$ cat config.mk
export PLATFORM = sky130hd
export DESIGN_NAME = temp_sensor_scratchpad_decoder
export DESIGN_NICKNAME = d
export VERILOG_FILES = /design/src/design/sdec_pkg.sv /design/src/design/sdec_front.sv /design/src/design/sdec_queue.sv /design/src/design/sdec_back.sv /design/src/design/temp_sensor_scratchpad_decoder.sv
export SDC_FILE = /design/constraint.sdc
export NUM_CORES = 1
export LEC_CHECK = 0
export BUFFER_PORTS_ARGS = -buffer_cell sky130_fd_sc_hd__clkbuf_2
export CORE_ASPECT_RATIO = 2
export CORE_MARGIN = 5
export CORE_UTILIZATION = 55
export CTS_BUF_LIST = sky130_fd_sc_hd__clkbuf_16
export CTS_CLUSTER_DIAMETER = 50
export DETAILED_ROUTE_END_ITERATION = 8
export PLACE_DENSITY_LB_ADDON = 0.1
export SETUP_SLACK_MARGIN = 0.05
export SLEW_MARGIN = 15
export SYNTH_ARGS = -nofsm -noshare
export SYNTH_HDL_FRONTEND = slang
export SYNTH_HIERARCHICAL = 1
export SYNTH_SLANG_ARGS = --single-unit
$ cat constraint.sdc
create_clock -name clk_i -period 6.7 [get_ports clk_i]
set_clock_uncertainty 0.1 [all_clocks]
set_input_delay 0.335 -clock clk_i [delete_from_list [all_inputs] [get_ports clk_i]]
set_output_delay 0.335 -clock clk_i [all_outputs]
set_load 0.05 [all_outputs]
$ cat src/design/sdec_pkg.sv
// Shared types, constants and the CRC8 step for the scratchpad decoder.
`default_nettype none

package sdec_pkg;

  localparam logic [3:0] FRAME_LAST  = 4'd8;
  localparam logic [3:0] FRAME_BYTES = 4'd9;

  localparam logic [7:0] FAM_A = 8'h10;
  localparam logic [7:0] FAM_B = 8'h28;
  localparam logic [7:0] FAM_C = 8'h22;

  localparam logic [7:0] CRC_POLY     = 8'h8C;
  localparam logic [7:0] BYTE_ONES    = 8'hFF;
  localparam logic [7:0] CPD_EXTENDED = 8'h10;
  localparam logic [15:0] CR_BIAS     = 16'd12;

  localparam logic [1:0] RES_9B  = 2'b00;
  localparam logic [1:0] RES_10B = 2'b01;
  localparam logic [1:0] RES_11B = 2'b10;

  localparam logic [1:0] UNIT_C = 2'd0;
  localparam logic [1:0] UNIT_K = 2'd1;

  localparam logic signed [16:0] KELVIN_OFS = 17'sd4370;
  localparam logic signed [20:0] F_OFS_X5   = 21'sd2560;

  // floor(n / 5) == (n * DIV5_RECIP) >> DIV5_SHIFT for n below 2**22
  localparam logic [19:0] DIV5_RECIP = 20'd838861;
  localparam int          DIV5_SHIFT = 22;

  typedef enum logic [1:0] {
    ST_OK      = 2'd0,
    ST_CRC_ERR = 2'd1,
    ST_GONE    = 2'd2,
    ST_UNSUP   = 2'd3
  } sdec_status_e;

  typedef struct packed {
    logic [7:0] data_byte;
    logic [7:0] family_code;
    logic       frame_start;
  } sdec_in_t;

  typedef struct packed {
    logic signed [16:0] temperature;
    sdec_status_e       status;
    logic [7:0]         computed_crc;
  } sdec_out_t;

  // One finished frame, classified by the front end
  typedef struct packed {
    sdec_status_e status;
    logic [7:0]   crc;
    logic         fam_a;
    logic [15:0]  reading;
    logic [1:0]   res_sel;
    logic [7:0]   count_remain;
    logic         cpd_ext;
  } sdec_rec_t;

  function automatic logic [7:0] crc8_update(input logic [7:0] crc, input logic [7:0] b);
    logic [7:0] c;
    c = crc ^ b;
    for (int i = 0; i < 8; i++) begin
      if (c[0]) begin
        c = (c >> 1) ^ CRC_POLY;
      end else begin
        c = c >> 1;
      end
    end
    return c;
  endfunction

endpackage

`default_nettype wire

$ cat src/design/sdec_front.sv
// Front end: counts frame bytes, runs the CRC, classifies each finished frame.
`default_nettype none

module sdec_front
  import sdec_pkg::*;
(
  input  wire logic      clk_i,
  input  wire logic      rst_ni,
  input  wire logic      acc_i,
  input  wire sdec_in_t  in_data_i,
  output logic           push_o,
  output sdec_rec_t      rec_o
);

  logic [3:0]  count_q, count_d;
  logic [7:0]  crc_q, crc_d;
  logic        ones_q, ones_d;
  logic [7:0]  fam_q;
  logic [15:0] reading_q;
  logic [7:0]  res_q;
  logic [7:0]  cr_q;
  logic [7:0]  cpd_q;

  logic [3:0]  idx;
  logic        live;
  logic        first;
  logic [7:0]  crc_base;
  logic        ones_base;
  logic        ones_next;
  logic        fam_ok;

  always_comb begin
    idx       = in_data_i.frame_start ? 4'd0 : count_q;
    live      = acc_i && (idx <= FRAME_LAST);
    first     = (idx == 4'd0);
    crc_base  = first ? 8'd0 : crc_q;
    ones_base = first ? 1'b1 : ones_q;
    ones_next = ones_base && (in_data_i.data_byte == BYTE_ONES);
    count_d   = count_q;
    crc_d     = crc_q;
    ones_d    = ones_q;
    if (live) begin
      count_d = idx + 4'd1;
      ones_d  = ones_next;
      crc_d   = (idx == FRAME_LAST) ? crc_base : crc8_update(crc_base, in_data_i.data_byte);
    end
  end

  always_ff @(posedge clk_i or negedge rst_ni) begin
    if (!rst_ni) begin
      count_q <= 4'd0;
      crc_q   <= 8'd0;
      ones_q  <= 1'b1;
    end else begin
      count_q <= count_d;
      crc_q   <= crc_d;
      ones_q  <= ones_d;
    end
  end

  always_ff @(posedge clk_i) begin
    if (live) begin
      unique case (idx)
        4'd0: begin
          fam_q           <= in_data_i.family_code;
          reading_q[7:0]  <= in_data_i.data_byte;
        end
        4'd1: reading_q[15:8] <= in_data_i.data_byte;
        4'd4: res_q           <= in_data_i.data_byte;
        4'd6: cr_q            <= in_data_i.data_byte;
        4'd7: cpd_q           <= in_data_i.data_byte;
        default: ;
      endcase
    end
  end

  // Classify on the ninth byte; the earlier bytes are already latched
  always_comb begin
    fam_ok = (fam_q == FAM_A) || (fam_q == FAM_B) || (fam_q == FAM_C);
    push_o = live && (idx == FRAME_LAST);
    if (!fam_ok) begin
      rec_o.status = ST_UNSUP;
    end else if (crc_q != in_data_i.data_byte) begin
      rec_o.status = ones_next ? ST_GONE : ST_CRC_ERR;
    end else begin
      rec_o.status = ST_OK;
    end
    rec_o.crc          = crc_q;
    rec_o.fam_a        = (fam_q == FAM_A);
    rec_o.reading      = reading_q;
    rec_o.res_sel      = res_q[6:5];
    rec_o.count_remain = cr_q;
    rec_o.cpd_ext      = (cpd_q == CPD_EXTENDED);
  end

`ifndef SYNTHESIS
  a_count_range: assert property (@(posedge clk_i) disable iff (!rst_ni)
    count_q <= FRAME_BYTES) else $error("byte count beyond frame length");
  a_push_ends_frame: assert property (@(posedge clk_i) disable iff (!rst_ni)
    push_o |=> count_q == FRAME_BYTES) else $error("frame push without frame end");
`endif

endmodule

`default_nettype wire

$ cat src/design/sdec_queue.sv
// Two-entry frame queue between the front end and the back end.
`default_nettype none

module sdec_queue
  import sdec_pkg::*;
(
  input  wire logic      clk_i,
  input  wire logic      rst_ni,
  input  wire logic      push_i,
  input  wire sdec_rec_t rec_i,
  output logic           full_o,
  output logic           valid_o,
  input  wire logic      pop_i,
  output sdec_rec_t      rec_o
);

  sdec_rec_t  mem_q [2];
  logic       wr_ptr_q;
  logic       rd_ptr_q;
  logic [1:0] count_q;

  assign full_o  = (count_q == 2'd2);
  assign valid_o = (count_q != 2'd0);
  assign rec_o   = mem_q[rd_ptr_q];

  always_ff @(posedge clk_i or negedge rst_ni) begin
    if (!rst_ni) begin
      wr_ptr_q <= 1'b0;
      rd_ptr_q <= 1'b0;
      count_q  <= 2'd0;
    end else begin
      if (push_i) begin
        wr_ptr_q <= ~wr_ptr_q;
      end
      if (pop_i) begin
        rd_ptr_q <= ~rd_ptr_q;
      end
      if (push_i && !pop_i) begin
        count_q <= count_q + 2'd1;
      end else if (pop_i && !push_i) begin
        count_q <= count_q - 2'd1;
      end
    end
  end

  always_ff @(posedge clk_i) begin
    if (push_i) begin
      mem_q[wr_ptr_q] <= rec_i;
    end
  end

`ifndef SYNTHESIS
  a_no_overflow: assert property (@(posedge clk_i) disable iff (!rst_ni)
    !(push_i && !pop_i && full_o)) else $error("push into full queue");
  a_no_underflow: assert property (@(posedge clk_i) disable iff (!rst_ni)
    !(pop_i && !valid_o)) else $error("pop from empty queue");
`endif

endmodule

`default_nettype wire

$ cat src/design/sdec_back.sv
// Back end: decodes the raw reading and scales it to the selected unit.
`default_nettype none

module sdec_back
  import sdec_pkg::*;
(
  input  wire logic       clk_i,
  input  wire logic       rst_ni,
  input  wire logic [1:0] unit_i,
  input  wire logic       q_valid_i,
  input  wire sdec_rec_t  q_rec_i,
  output logic            pop_o,
  output logic            out_valid_o,
  input  wire logic       out_stall_i,
  output sdec_out_t       out_data_o
);

  logic adv;

  // Stage 1 registers
  logic               s1_valid_q;
  sdec_status_e       s1_status_q;
  logic [7:0]         s1_crc_q;
  logic signed [16:0] s1_direct_q;
  logic               s1_use_f_q;
  logic               s1_neg_q;
  logic [18:0]        s1_mag_q;

  logic               out_valid_q;
  sdec_out_t          out_q;

  logic [15:0]        raw;
  logic signed [16:0] raw_s;
  logic signed [20:0] raw_w;
  logic signed [20:0] f_num;
  logic signed [20:0] f_abs;
  logic signed [16:0] direct_d;
  logic               use_f_d;

  logic [38:0]        prod;
  logic [16:0]        quot;
  logic [16:0]        f_temp;

  // Advance the whole back end unless a finished result is held
  assign adv   = !out_valid_q || !out_stall_i;
  assign pop_o = adv && q_valid_i;

  always_comb begin
    raw = q_rec_i.reading;
    if (q_rec_i.fam_a) begin
      raw = {q_rec_i.reading[12:0], 3'b000};
      if (q_rec_i.cpd_ext) begin
        raw = {raw[15:4], 4'b0000} + CR_BIAS - {8'd0, q_rec_i.count_remain};
      end
    end else begin
      unique case (q_rec_i.res_sel)
        RES_9B:  raw = {q_rec_i.reading[15:3], 3'b000};
        RES_10B: raw = {q_rec_i.reading[15:2], 2'b00};
        RES_11B: raw = {q_rec_i.reading[15:1], 1'b0};
        default: raw = q_rec_i.reading;
      endcase
    end
    raw_s = signed'({raw[15], raw});
    raw_w = signed'({{5{raw[15]}}, raw});
    f_num = (raw_w <<< 3) + raw_w + F_OFS_X5;
    f_abs = f_num[20] ? -f_num : f_num;
    use_f_d  = 1'b0;
    direct_d = 17'sd0;
    if (q_rec_i.status == ST_OK) begin
      unique case (unit_i)
        UNIT_C:  direct_d = raw_s;
        UNIT_K:  direct_d = raw_s + KELVIN_OFS;
        default: use_f_d  = 1'b1;
      endcase
    end
  end

  always_ff @(posedge clk_i or negedge rst_ni) begin
    if (!rst_ni) begin
      s1_valid_q  <= 1'b0;
      out_valid_q <= 1'b0;
    end else if (adv) begin
      s1_valid_q  <= q_valid_i;
      out_valid_q <= s1_valid_q;
    end
  end

  always_ff @(posedge clk_i) begin
    if (adv) begin
      s1_status_q <= q_rec_i.status;
      s1_crc_q    <= q_rec_i.crc;
      s1_direct_q <= direct_d;
      s1_use_f_q  <= use_f_d;
      s1_neg_q    <= f_num[20];
      s1_mag_q    <= f_abs[18:0];
    end
  end

  // Divide the magnitude by five through the reciprocal, then restore the sign
  always_comb begin
    prod   = {20'd0, s1_mag_q} * {19'd0, DIV5_RECIP};
    quot   = prod[38:DIV5_SHIFT];
    f_temp = s1_neg_q ? (17'd0 - quot) : quot;
  end

  always_ff @(posedge clk_i) begin
    if (adv) begin
      out_q.status       <= s1_status_q;
      out_q.computed_crc <= s1_crc_q;
      out_q.temperature  <= s1_use_f_q ? signed'(f_temp) : s1_direct_q;
    end
  end

  assign out_valid_o = out_valid_q;
  assign out_data_o  = out_q;

`ifndef SYNTHESIS
  a_err_zero_temp: assert property (@(posedge clk_i) disable iff (!rst_ni)
    (out_valid_q && out_q.status != ST_OK) |-> out_q.temperature == 17'sd0)
    else $error("nonzero temperature on error status");
  a_no_pop_when_held: assert property (@(posedge clk_i) disable iff (!rst_ni)
    (out_valid_q && out_stall_i) |-> !pop_o) else $error("pop while output held");
`endif

endmodule

`default_nettype wire

$ cat src/design/temp_sensor_scratchpad_decoder.sv
// Scratchpad decoder top level: front end, frame queue, back end, unit register.
//
// Input channel: one scratchpad byte per transfer (in_valid_i / in_stall_o),
// with the family code and a frame start mark. A transfer with frame_start
// begins a new frame; bytes after the ninth are dropped until the next mark.
// Output channel: one result per complete frame (out_valid_o / out_stall_i)
// carrying the temperature in 1/16 degree, status and the computed CRC8.
// Throughput: one byte per cycle unless stalled, set by the combinational CRC.
// The ninth byte's transfer writes the frame into the queue; the back end
// decodes it into stage 1, and the divide-by-five multiply feeds the output.
// cfg_we_i writes unit_select (Celsius, Kelvin, Fahrenheit); write it idle.
// Reset clears the byte count, the CRC, the queue and the output, and
// selects Celsius.
// When the receiver stalls, the result holds and the back end halts; up to
// two further frames collect in the queue, after which in_stall_o rises.
`default_nettype none

module temp_sensor_scratchpad_decoder
  import sdec_pkg::*;
(
  input  wire logic       clk_i,
  input  wire logic       rst_ni,
  input  wire logic       cfg_we_i,
  input  wire logic [1:0] cfg_wdata_i,
  input  wire logic       in_valid_i,
  output logic            in_stall_o,
  input  wire sdec_in_t   in_data_i,
  output logic            out_valid_o,
  input  wire logic       out_stall_i,
  output sdec_out_t       out_data_o
);

  logic [1:0] unit_q;
  logic       acc;
  logic       push;
  logic       q_full;
  logic       q_valid;
  logic       pop;
  sdec_rec_t  rec_in;
  sdec_rec_t  rec_out;

  always_ff @(posedge clk_i or negedge rst_ni) begin
    if (!rst_ni) begin
      unit_q <= UNIT_C;
    end else if (cfg_we_i) begin
      unit_q <= cfg_wdata_i;
    end
  end

  assign in_stall_o = q_full;
  assign acc        = in_valid_i && !in_stall_o;

  sdec_front u_front (
    .clk_i     (clk_i),
    .rst_ni    (rst_ni),
    .acc_i     (acc),
    .in_data_i (in_data_i),
    .push_o    (push),
    .rec_o     (rec_in)
  );

  sdec_queue u_queue (
    .clk_i   (clk_i),
    .rst_ni  (rst_ni),
    .push_i  (push),
    .rec_i   (rec_in),
    .full_o  (q_full),
    .valid_o (q_valid),
    .pop_i   (pop),
    .rec_o   (rec_out)
  );

  sdec_back u_back (
    .clk_i       (clk_i),
    .rst_ni      (rst_ni),
    .unit_i      (unit_q),
    .q_valid_i   (q_valid),
    .q_rec_i     (rec_out),
    .pop_o       (pop),
    .out_valid_o (out_valid_o),
    .out_stall_i (out_stall_i),
    .out_data_o  (out_data_o)
  );

endmodule

`default_nettype wire

==> impl_metrics.ini <==
[yosys]
ys_seq_elements = 214
library_cell_occupying_the_most_area_in_the_post_synthesis_netlist = edfxtp_1
synth_fp_nets = 1820
avgSynthCellArea_um2 = 11.1
synth_enable_flop_cells = 193
synth_largest_type_area_fraction_pct = 34.6
synth_area_um2 = 16700
synth_top_cells_by_area = edfxtp_1 35%, ha_1 14%, fa_1 12%
synthCells = 1514
async_reset_ff_share_pct = 9.81
seq_area_frac_synth_pct = 37.8
yosys_most_used_dff = edfxtp_1
number_of_warnings_printed_during_yosys_synthesis = 6
synth.lib_cells_used.distinct = 97

[worst_setup_path]
worstSetupStartpointType = flop
setup.worst_path.class = reg2reg
crit_arrival_ps = 6850
critPathCaptureType = flop
worst_ep_required_time_ps = 6840
worst-path-max-fanout = 4

[global_route]
grt_overall_usage_pct = 25.9
gr-total-overflow = 0
pin_count_of_the_biggest_net_entering_global_routing = 78
antenna_found_initial = 0
first_pass_grt_wire_length_um = 67400
number_of_global_route_vias_before_repair = 12659

[sta]
min_tclk_post_route_ps = 6710
worst-slew-pin-transition_ps = 1080
slew_viol_final = 0
max_slew_margin_pct = 27.7
setup-tns-final_ps = -14.7
setup-violations-final = 1
rsz0062_at_grt = yes
finalHoldWorstSlack_ps = 65.8
final.period_utilization_pct = 100
layout_setup_ws_ps = -14.7
timing.fmax_ghz = 0.149
finalHoldViolCount = 0

[placed_design]
post-place-cells = 2012
detailedPlacementHpwl_um = 35900
portBuffers = 52
placement.setup.worst_slack_ps = -345
gp_congestion = 0.971

[final_layout]
area.growth.synth_to_final_pct = 19.0
antenna-diode-count = 0
mostFrequentLayoutCell = inv_1
final_layout_size_suffix_gt1_share_pct = 23.7
instances_no_fill = 2095
finalNetCount = 2018
mostFrequentLayoutCells = 239 x inv_1, 193 x edfxtp_1, 161 x ha_1

[routing]
detailroute.via_count = 11673
drt-wirelength-per-cell_um = 20.8
routed_wirelength_um = 43600
post_detailed_route_drc_marker_count = 0
initialDrtViolationCount = 406
ant_nets = 0
number_of_vias_per_cell = 5.57
dr.pass1.iters = 5

[die]
die_y_um = 257
fp.coreArea_um2 = 30200
design.die.area_um2 = 34200
floorplan.io_pins = 53
die_width_um = 133
total_number_of_placement_rows = 90
initial_utilization_pct = 55.5

[run_status]
failed_checks = negative setup slack
outcome = complete, but fails checks

[clock_tree]
clkSlewWorstSetupHoldPaths_ps = 60
clk_path_buf_depth = 3
clkLatencyLatePin_ps = 520
clock_tree_from_tritoncts = yes
cts_inserted_buffers = 21
clk_root_buffer_cell = clkbuf_16
htree_levels = 1
cts.sink_count = 214

[run]
max-cap-violations = 0

[min_path]
min_path_type = in2reg
-- through the flow --
| step | area [um^2] | utilization [%] |
|---|---|---|
| after detailed placement | 18200 | 60.1 |
| after CTS | 19500 | 64.5 |
| after global placement | 18200 | 60.1 |
| after floorplan | 16700 | - |
| after global routing | 19900 | 66.0 |
| final | 19900 | 66.0 |
-- area by class of cell --
type                    count  area, um^2
clock buffers              21         526
inverters                 253         950
multi-input cells        1014        9960
well taps                 368         460
clock inverters            17         195
flip-flops and latches    214        6320
repair buffers            208        1520
fillers                  2393       10200
-- final timing paths --
path / from / to / slack [ps] / cells past startpoint
max: u_back/s1_mag_q[14] / u_back/out_data_o[22] / -10 / 22
min: in_data_i[0] / u_front/count_q[3] / 70 / 2
max reg2reg: u_back/s1_mag_q[14] / u_back/out_data_o[22] / -10 / 22
min reg2reg: u_back/s1_crc_q[7] / u_back/out_data_o[7] / 320 / 0
max in group asynchronous: rst_ni / u_queue/rd_ptr_q / 5800 / 2
min in group asynchronous: rst_ni / u_queue/count_q[1] / 270 / 2
-- cells by family (layout without fill, tap and decap cells) --
family	Yosys count	after routing	share of synthesized area, %
compound gates	267	267	10.9
buf+inv	286	499	6.72
xor+xnor	117	117	6.43
fa+ha+maj	282	282	25.6
mux	52	52	3.69
flops	214	214	37.8
simple gates	296	296	8.92
-- state kept, by name, summed over array words and instances (netlist names), 4 cells and up --
name                count
u_back/s1_direct_q     17
u_front/reading_q      16
u_back/out_data_o      27
u_front/cpd_q           8
u_back/s1_mag_q        19
u_back/s1_crc_q         8
u_front/cr_q            8
u_queue/mem_q          76
u_front/fam_q           8
u_front/crc_q           8
u_front/count_q         4
-- critical path, stage by stage (launching register included) --
cell	delay [ps]
edfxtp_1	490
ha_4	350
inv_2	60
fa_2	580
buf_4	130
fa_1	420
inv_2	90
fa_2	480
fa_1	550
inv_1	50
fa_1	510
inv_2	50
ha_4	240
and3_4	190
and2_4	150
a221o_1	340
or4_4	550
o211ai_4	100
xnor2_2	120
nand4b_4	240
o41ai_4	440
xnor2_2	150
a21oi_1	70
-- cells in the mapped netlist, types with 4 or more instances --
cell type	n
a2111oi_0	4
a211oi_1	7
a21boi_1	4
a21o_1	18
a21oi_1	69
a21oi_2	7
a31oi_1	9
and2_1	14
and3_1	8
buf_2	5
clkbuf_1	21
dfrtp_1	20
edfxtp_1	193
fa_1	100
ha_1	182
inv_1	251
mux2_2	34
mux2_4	11
mux2i_1	7
nand2_1	72
nand2b_1	11
nand3_1	17
nand3b_1	4
nand4_1	12
nor2_1	89
nor2b_1	13
nor3_1	12
nor3b_1	7
nor4_1	6
o211a_1	4
o211ai_1	12
o21a_1	6
o21ai_0	41
o21ai_1	16
o21bai_1	7
o22ai_1	4
o31ai_1	7
or2_2	8
xnor2_1	72
xor2_1	40
-- repair_timing --
| item | 4_1_cts | 5_1_grt |
|---|---|---|
| endpoints found under the hold margin | 31 | 0 |
| pin swaps | 18 | 59 |
| resized for setup | 55 | 77 |
| buffers inserted | 17 | 14 |
| hold buffers | 14 | 0 |
| setup endpoints to repair | 12 | 12 |
-- routing by layer --
metal | wire (um) | GRT usage, % | vias up | share of wire (%)
met1 | 12500 | 20.8 | 5629 | 29
met3 | 829 | 1.94 | 159 | 1.9
met4 | 4910 | 22.1 | 0 | 11
met2 | 25400 | 52.9 | 238 | 58
met5 | 0 | 0 | - | 0
li1 | - | - | 5647 | -
Power is left out: the tool's default activity adds up to more than one toggle a clock period on the data nets, which glitch-free logic cannot reach.
